`src/design/spdc_pkg.sv`:
```
// shared types and codes for the servo mode pd controller
package spdc_pkg;

   localparam int CSR_INDEX_W = 3;
   localparam int CSR_DATA_W  = 32;

   // register indexes on the csr port
   localparam logic [CSR_INDEX_W-1:0] REG_SERVO_MODE   = 3'd0;
   localparam logic [CSR_INDEX_W-1:0] REG_AMPLITUDE_SP = 3'd1;
   localparam logic [CSR_INDEX_W-1:0] REG_VELOCITY_SP  = 3'd2;
   localparam logic [CSR_INDEX_W-1:0] REG_POSITION_SP  = 3'd3;
   localparam logic [CSR_INDEX_W-1:0] REG_VEL_GAIN_P   = 3'd4;
   localparam logic [CSR_INDEX_W-1:0] REG_VEL_GAIN_D   = 3'd5;
   localparam logic [CSR_INDEX_W-1:0] REG_POS_GAIN_P   = 3'd6;
   localparam logic [CSR_INDEX_W-1:0] REG_POS_GAIN_D   = 3'd7;

   // servo modes
   localparam logic [1:0] MODE_DISABLED  = 2'd0;
   localparam logic [1:0] MODE_AMPLITUDE = 2'd1;
   localparam logic [1:0] MODE_VELOCITY  = 2'd2;
   localparam logic [1:0] MODE_POSITION  = 2'd3;

   localparam int POS_P_SHIFT = 16;
   localparam int POS_D_SHIFT = 8;

   typedef struct packed {
      logic [1:0]         servo_mode;
      logic signed [15:0] amplitude_setpoint;
      logic signed [15:0] velocity_setpoint;
      logic signed [31:0] position_setpoint;
      logic signed [15:0] vel_gain_p;
      logic signed [15:0] vel_gain_d;
      logic signed [15:0] pos_gain_p;
      logic signed [15:0] pos_gain_d;
   } cfg_type;

endpackage

```
`src/design/servo_mode_pd_controller_top.sv`:
```
// top level of the servo mode pd controller: three-stage drive pipeline
//
// one req beat per control tick carries the measured velocity and the
// tracked position; each tick in amplitude, velocity or position mode gives
// one rsp beat with the saturated drive, a tick in disabled mode gives none
// but still updates the remembered velocity.
// the csr channel writes the eight mode, setpoint and gain registers; it is
// always ready. the user must see that it is written only while no tick is
// in flight; the block itself has no check for this.
// a result beat passes through the input difference stage, the multiplier
// stage and the result register, and a stall can hold it in any of them.
// throughput: one tick per cycle while rsp_tready does not stall; the
// velocity-mode drive feedback closes in the final add and saturate stage,
// so back-to-back ticks see the drive of the tick before.
// when rsp_tready is low the stages fill bubble by bubble, and req_tready
// drops only once all three stages hold a beat.
// reset clears the registers, the remembered velocity and drive, and empties
// the pipeline.
module servo_mode_pd_controller_top #(
   parameter int DRIVE_WIDTH = 16
) (
   input  logic                               clock,
   input  logic                               reset,
   // req_tdata: measured_velocity [15:0], measured_position [47:16]
   input  logic                               req_tvalid,
   output logic                               req_tready,
   input  logic [47:0]                        req_tdata,
   // rsp_tdata: drive_amplitude [DRIVE_WIDTH-1:0], zero fill above
   output logic                               rsp_tvalid,
   input  logic                               rsp_tready,
   output logic [((DRIVE_WIDTH+7)/8)*8-1:0]   rsp_tdata,
   input  logic                               csr_valid,
   output logic                               csr_ready,
   input  logic [spdc_pkg::CSR_INDEX_W-1:0]   csr_index,
   input  logic [spdc_pkg::CSR_DATA_W-1:0]    csr_data
);

   localparam int RSP_W = ((DRIVE_WIDTH + 7) / 8) * 8;
   localparam int SUM_W = 56;
   localparam logic signed [SUM_W-1:0] DRV_MAX =
      {{(SUM_W-DRIVE_WIDTH+1){1'b0}}, {(DRIVE_WIDTH-1){1'b1}}};
   localparam logic signed [SUM_W-1:0] DRV_MIN = ~DRV_MAX;

   spdc_pkg::cfg_type cfg;

   spdc_csr u_csr (
      .clock     (clock),
      .reset     (reset),
      .csr_valid (csr_valid),
      .csr_ready (csr_ready),
      .csr_index (csr_index),
      .csr_data  (csr_data),
      .cfg       (cfg)
   );

   function automatic logic signed [DRIVE_WIDTH-1:0] sat_drive(
      input logic signed [SUM_W-1:0] x
   );
      logic signed [SUM_W-1:0] y;
      if (x > DRV_MAX) begin
         y = DRV_MAX;
      end else if (x < DRV_MIN) begin
         y = DRV_MIN;
      end else begin
         y = x;
      end
      return y[DRIVE_WIDTH-1:0];
   endfunction

   logic signed [15:0] req_vel;
   logic signed [31:0] req_pos;
   assign req_vel = req_tdata[15:0];
   assign req_pos = req_tdata[47:16];

   // handshake and stage enables
   logic req_beat;
   logic out_adv;
   logic s2_adv;
   logic s1_adv;

   // stage 1: differences
   logic               s1_valid_ff;
   logic [1:0]         s1_mode_ff;
   logic signed [16:0] s1_err_ff;
   logic signed [16:0] s1_delta_ff;
   logic signed [32:0] s1_perr_ff;
   logic signed [15:0] s1_vel_ff;
   logic signed [15:0] prev_vel_ff;

   // stage 2: products
   logic               s2_valid_ff;
   logic [1:0]         s2_mode_ff;
   logic signed [32:0] s2_pa_ff;
   logic signed [32:0] s2_pb_ff;
   logic signed [48:0] s2_pp_ff;
   logic signed [31:0] s2_pd_ff;

   // stage 3: result register and velocity-mode drive memory
   logic                          rsp_valid_ff;
   logic signed [DRIVE_WIDTH-1:0] rsp_drive_ff;
   logic signed [DRIVE_WIDTH-1:0] prev_drive_ff;
   logic signed [DRIVE_WIDTH-1:0] drive_in;

   assign out_adv    = !rsp_valid_ff || rsp_tready;
   assign s2_adv     = !s2_valid_ff || out_adv;
   assign s1_adv     = !s1_valid_ff || s2_adv;
   assign req_tready = s1_adv;
   assign req_beat   = req_tvalid && s1_adv;

   assign rsp_tvalid = rsp_valid_ff;
   assign rsp_tdata  = RSP_W'($unsigned(rsp_drive_ff));

   // stage 1
   always_ff @(posedge clock) begin
      if (reset) begin
         s1_valid_ff <= 1'b0;
         prev_vel_ff <= '0;
      end else if (s1_adv) begin
         // disabled ticks leave the pipeline here
         s1_valid_ff <= req_tvalid && (cfg.servo_mode != spdc_pkg::MODE_DISABLED);
         if (req_beat) begin
            prev_vel_ff <= req_vel;
         end
      end
   end

   always_ff @(posedge clock) begin
      if (req_beat) begin
         s1_mode_ff  <= cfg.servo_mode;
         s1_vel_ff   <= req_vel;
         s1_err_ff   <= 17'(req_vel) - 17'(cfg.velocity_setpoint);
         s1_delta_ff <= 17'(req_vel) - 17'(prev_vel_ff);
         s1_perr_ff  <= 33'(req_pos) - 33'(cfg.position_setpoint);
      end
   end

   // stage 2
   always_ff @(posedge clock) begin
      if (reset) begin
         s2_valid_ff <= 1'b0;
      end else if (s2_adv) begin
         s2_valid_ff <= s1_valid_ff;
      end
   end

   always_ff @(posedge clock) begin
      if (s2_adv && s1_valid_ff) begin
         s2_mode_ff <= s1_mode_ff;
         s2_pa_ff   <= 33'(s1_err_ff) * 33'(cfg.vel_gain_p);
         s2_pb_ff   <= 33'(s1_delta_ff) * 33'(cfg.vel_gain_d);
         s2_pp_ff   <= 49'(s1_perr_ff) * 49'(cfg.pos_gain_p);
         s2_pd_ff   <= 32'(s1_vel_ff) * 32'(cfg.pos_gain_d);
      end
   end

   // stage 3: sum and saturate
   logic signed [SUM_W-1:0] vel_sum;
   logic signed [SUM_W-1:0] pos_neg;
   logic signed [SUM_W-1:0] pos_diff;

   always_comb begin
      vel_sum  = SUM_W'(prev_drive_ff) + SUM_W'(s2_pa_ff) + SUM_W'(s2_pb_ff);
      pos_neg  = -SUM_W'(s2_pp_ff);
      pos_diff = (pos_neg >>> spdc_pkg::POS_P_SHIFT)
               - (SUM_W'(s2_pd_ff) >>> spdc_pkg::POS_D_SHIFT);
      case (s2_mode_ff)
         spdc_pkg::MODE_AMPLITUDE: drive_in = sat_drive(SUM_W'(cfg.amplitude_setpoint));
         spdc_pkg::MODE_VELOCITY:  drive_in = sat_drive(vel_sum);
         spdc_pkg::MODE_POSITION:  drive_in = sat_drive(pos_diff);
         default:                  drive_in = '0;
      endcase
   end

   always_ff @(posedge clock) begin
      if (reset) begin
         rsp_valid_ff  <= 1'b0;
         prev_drive_ff <= '0;
      end else if (out_adv) begin
         rsp_valid_ff <= s2_valid_ff;
         if (s2_valid_ff && (s2_mode_ff == spdc_pkg::MODE_VELOCITY)) begin
            prev_drive_ff <= drive_in;
         end
      end
   end

   always_ff @(posedge clock) begin
      if (out_adv && s2_valid_ff) begin
         rsp_drive_ff <= drive_in;
      end
   end

endmodule

```
`src/design/spdc_csr.sv`:
```
// configuration register bank of the servo mode pd controller
module spdc_csr (
   input  logic                               clock,
   input  logic                               reset,
   input  logic                               csr_valid,
   output logic                               csr_ready,
   input  logic [spdc_pkg::CSR_INDEX_W-1:0]   csr_index,
   input  logic [spdc_pkg::CSR_DATA_W-1:0]    csr_data,
   output spdc_pkg::cfg_type                  cfg
);

   spdc_pkg::cfg_type cfg_ff;
   spdc_pkg::cfg_type cfg_in;

   assign csr_ready = 1'b1;
   assign cfg       = cfg_ff;

   always_comb begin
      cfg_in = cfg_ff;
      if (csr_valid) begin
         case (csr_index)
            spdc_pkg::REG_SERVO_MODE:   cfg_in.servo_mode         = csr_data[1:0];
            spdc_pkg::REG_AMPLITUDE_SP: cfg_in.amplitude_setpoint = csr_data[15:0];
            spdc_pkg::REG_VELOCITY_SP:  cfg_in.velocity_setpoint  = csr_data[15:0];
            spdc_pkg::REG_POSITION_SP:  cfg_in.position_setpoint  = csr_data[31:0];
            spdc_pkg::REG_VEL_GAIN_P:   cfg_in.vel_gain_p         = csr_data[15:0];
            spdc_pkg::REG_VEL_GAIN_D:   cfg_in.vel_gain_d         = csr_data[15:0];
            spdc_pkg::REG_POS_GAIN_P:   cfg_in.pos_gain_p         = csr_data[15:0];
            spdc_pkg::REG_POS_GAIN_D:   cfg_in.pos_gain_d         = csr_data[15:0];
            default:                    cfg_in = cfg_ff;
         endcase
      end
   end

   always_ff @(posedge clock) begin
      if (reset) begin
         cfg_ff <= '0;
      end else begin
         cfg_ff <= cfg_in;
      end
   end

endmodule

```
`config.mk`:
```
export PLATFORM = sky130hd
export DESIGN_NAME = servo_mode_pd_controller_top
export DESIGN_NICKNAME = d
export VERILOG_FILES = /design/src/design/spdc_pkg.sv /design/src/design/servo_mode_pd_controller_top.sv /design/src/design/spdc_csr.sv
export SDC_FILE = /design/constraint.sdc
export NUM_CORES = 2
export LEC_CHECK = 0
export ABC_AREA = 1
export BUFFER_PORTS_ARGS = -buffer_cell sky130_fd_sc_hd__buf_2
export CORE_MARGIN = 4
export CORE_UTILIZATION = 40
export CTS_CLUSTER_SIZE = 16
export DETAILED_ROUTE_END_ITERATION = 8
export MAX_ROUTING_LAYER = met4
export PLACE_DENSITY_LB_ADDON = 0.12
export RECOVER_POWER = 25
export SYNTH_ARGS = -nofsm -noshare
export SYNTH_HDL_FRONTEND = slang
export SYNTH_HIERARCHICAL = 1
export SYNTH_SLANG_ARGS = --single-unit
```
`constraint.sdc`:
```
create_clock -name clock -period 6.24 [get_ports clock]
set_clock_uncertainty 0.15 [all_clocks]
set_input_delay 1.248 -clock clock [delete_from_list [all_inputs] [get_ports clock]]
set_output_delay 1.248 -clock clock [all_outputs]
set_load 0.01 [all_outputs]
```
==> results.md <==
- Initial antenna violation count: 21
- H-tree depth: 2
- Post-Syn Area: 73900 µm²
- Logic pwr share: 50.9%
- Worst Setup End Kind: register
- Final setup viols: 2
- Cells after synthesis: 9363
- Peak supply drop: 0.199 mV
- Total chip power: 13.8 mW
- Global-route wire length before repair: 362000 µm
- Io pins: 107
- Synth unique cells: 46
- CP Data Required Time: 6.52 ns
- Max-Cap Viols: 2
- Worst Path Buf+Inv: 8
- RSZ-0062 raised after global routing: yes
- Placed wire-length estimate: 200000 µm
- Syn avg cell area: 7.89 µm²
- Post-CTS Hold Fix Bufs: 0
- Min Hold Slack: 0.275 ns
- Final Non-Filler Cells: 12.5k
- Die width: 438 µm
- Clock Sinks: 407
- Filler cells: 18.5k
- Fmax: 0.158 GHz
- Sw Pwr: 5.68 mW
- TritonCTS clock tree: yes
- Row count: 157
- Initial cell density of the core: 40.3%
- Avg WL per Cell: 18.8 µm
- Critical Path Most Common Cell: fa_1
- Max-slew violations: 112
- Warnings, synthesis: 6
- DRT Pass-1 Iters: 6
- Area contributors post-synth: fa_1 (37%), inv_1 (13%), nand2_1 (12%), edfxtp_1 (9.8%), ha_1 (8.5%)
- Die area: 192000 µm²
- Clock Power Share: 25.3%
- Clock slew at reported path FFs: 0.06 ns
- Clock latency on the worst-skew pair: 0.71 ns
- HP Class: register to register
- CP Data Arrival Time: 6.62 ns
- Worst relative slew slack: -154%
- CTS root buffer: clkbuf_16
- Yosys top cell by area: fa_1
- Cell family with most CP delay: adder cells
- Port bufs: 105
- Die H: 438 µm
- Asr flop ratio synth: 0%
- Power per cell area: 159 nW/µm²
- Layout Nets: 11.9k
- Num CTS Buffers: 57
- GRT Residual Overflow: 0
- Hold Violations, Final: 0
- Class of the most critical setup path: register to register
- Internal power: 8.08 mW
- CP peak stage delay: 0.61 ns
- Vias in the first global route: 61.2k
- Worst setup margin: -0.107 ns
- Min Tclk post-route: 6.35 ns
- Tcrit/Tclk final: 102%
- Post-synth top area share: 36.6%
- Final design utilization: 47.1%
- Primary FF master, synth: edfxtp_1
- WL final: 235000 µm
- Failing checks: max-capacitance violations, max-slew violations, negative setup slack
- Worst-Margin Slew: 3.79 ns
- Number of synthesized register bits: 407
- DRC violations left: 0
- Deepest clock path buffer count: 3
- Core Area: 183000 µm²
- Largest net degree at the start of global routing: 75
- Leakage: 44.0 nW
- Crit-path slowest cell: fa_1
- Startpoint types: register
- Run status: finished, violations left
- Sequential power share: 23.9%
- EDFF count, synth: 242
- Sequential share of the synthesized area: 14.3%
- Area growth, synth to finish: 16.8%
- Via/cell ratio: 4.82
- Placed cell count: 12.3k
- Vias: 60.1k
- GRT Overall Usage: 25.2%
- Iter 0 DRT Violations: 4215
- Setup tns final: -0.211 ns
- Share of post-route cells with drive strength above 1: 13.5%
- Syn nets: 11.3k
- Sw Share: 41.3%
- Worst Path Max Fanout: 4
- Antenna viol nets, final: 0
- RD Place Congestion: 0.975
==> area by class of cell <==
class / count / area (µm²) / share of cell area, %
Tap cell: 2464 / 3080 / 3.57
Antenna cell: 9 / 22.5 / 0.0261
Inverter: 2488 / 9350 / 10.8
Multi-Input combinational cell: 6151 / 54200 / 62.8
Sequential cell: 407 / 10600 / 12.3
Clock inverter: 38 / 339 / 0.393
Clock buffer: 70 / 1600 / 1.85
Timing Repair Buffer: 853 / 7120 / 8.25
==> power groups by stage <==
stage          Sequential, mW  Combinational, mW  Clock, mW
6_report                 3.29               7.00       3.48
3_5_place_dp             3.35               6.46          0
3_3_place_gp             3.35               6.43          0
5_1_grt                  3.30               7.80       3.67
2_1_floorplan            3.27               3.77          0
4_1_cts                  3.29               6.63       3.58
==> worst paths after layout <==
| kind | start | to | slack, ns | cells past startpoint |
|---|---|---|---|---|
| setup / recovery | s1_perr_ff[7]$_DFFE_PP_ | s2_pp_ff[48]$_DFFE_PP_ | -0.11 | 26 |
| hold / removal | s1_mode_ff[1]$_DFFE_PP_ | s2_mode_ff[1]$_DFFE_PP_ | 0.27 | 0 |
| setup reg to reg | s1_perr_ff[7]$_DFFE_PP_ | s2_pp_ff[48]$_DFFE_PP_ | -0.11 | 26 |
| hold reg to reg | s1_mode_ff[1]$_DFFE_PP_ | s2_mode_ff[1]$_DFFE_PP_ | 0.27 | 0 |
==> synth_stat cells (all sizes together) (45+ instances only) <==
cell type  number
inv          2488
nand2        2354
fa           1351
nor2          674
ha            500
a21oi         304
clkbuf        272
nand3         257
edfxtp        242
dfxtp         165
xor2          164
o21ai         139
xnor2          96
or2            68
buf            45
==> state kept, by name, summed over array words and instances (netlist names) <==
| register | count |
|---|---|
| u_csr/cfg | 130 |
| s2_pp_ff | 49 |
| s1_perr_ff | 33 |
| s2_pa_ff | 33 |
| s2_pb_ff | 33 |
| s2_pd_ff | 24 |
| s1_delta_ff | 17 |
| s1_err_ff | 17 |
| prev_drive_ff | 16 |
| prev_vel_ff | 16 |
| rsp_tdata | 16 |
| s1_vel_ff | 16 |
| s1_mode_ff | 2 |
| s2_mode_ff | 2 |
| rsp_tvalid | 1 |
| s1_valid_ff | 1 |
| s2_valid_ff | 1 |
==> cell usage in the layout, fill, tap and decap left out, drive strengths merged, types with 4 or more instances in the layout <==
cell / netlist / layout
a211oi: 26 / 26
a21boi: 4 / 4
a21o: 9 / 9
a21oi: 304 / 304
a31oi: 25 / 25
and2: 6 / 6
buf: 45 / 829
bufinv: 0 / 4
clkbuf: 272 / 94
clkinv: 0 / 21
clkinvlp: 0 / 6
dfxtp: 165 / 165
diode: 0 / 9
edfxtp: 242 / 242
fa: 1351 / 1351
ha: 500 / 500
inv: 2488 / 2495
nand2: 2354 / 2354
nand3: 257 / 257
nand3b: 19 / 19
nand4: 41 / 41
nor2: 674 / 674
nor3: 30 / 30
nor4: 12 / 12
o2111ai: 5 / 5
o211ai: 10 / 10
o21a: 18 / 18
o21ai: 139 / 139
o21bai: 15 / 15
o221ai: 7 / 7
o31ai: 7 / 7
or2: 68 / 68
xnor2: 96 / 96
xor2: 164 / 164
==> routing by layer <==
metal	track usage, %	up-vias	part of all wire (%)
met5	-	-	0
met4	6.51	0	2.7
met3	2.29	236	4.8
met2	39.2	1354	46
met1	35.6	30028	46
li1	-	28530	-
==> per-stage QoR <==
step | cell area, µm² | worst slack, ns
floorplan | 73900 | 0.00394
global placement | 82000 | -0.350
detailed placement | 82000 | -0.341
CTS | 84600 | -0.0949
global route | 86300 | -0.300
finish | 86300 | -0.107
==> repair_timing <==
action / in CTS / in global routing
gates cloned: 0 / 4
pin swaps: 39 / 166
endpoints found under the setup margin: 27 / 90
hold endpoints to repair: 0 / 0
buffers inserted: 28 / 41
resized for setup: 115 / 338
==> logic make-up after synthesis <==
family,count (synthesis),share of synthesized area [%]
flip-flops,407,14.3
AO/OA/AOI/OAI,577,4.36
buffers and inverters,2805,14.4
AND/OR/NAND/NOR,3462,18.8
XOR/XNOR,260,3.08
other,1,0.00508
adder cells (fa/ha/maj),1851,45.1
Power figures use the tool's default switching activity.
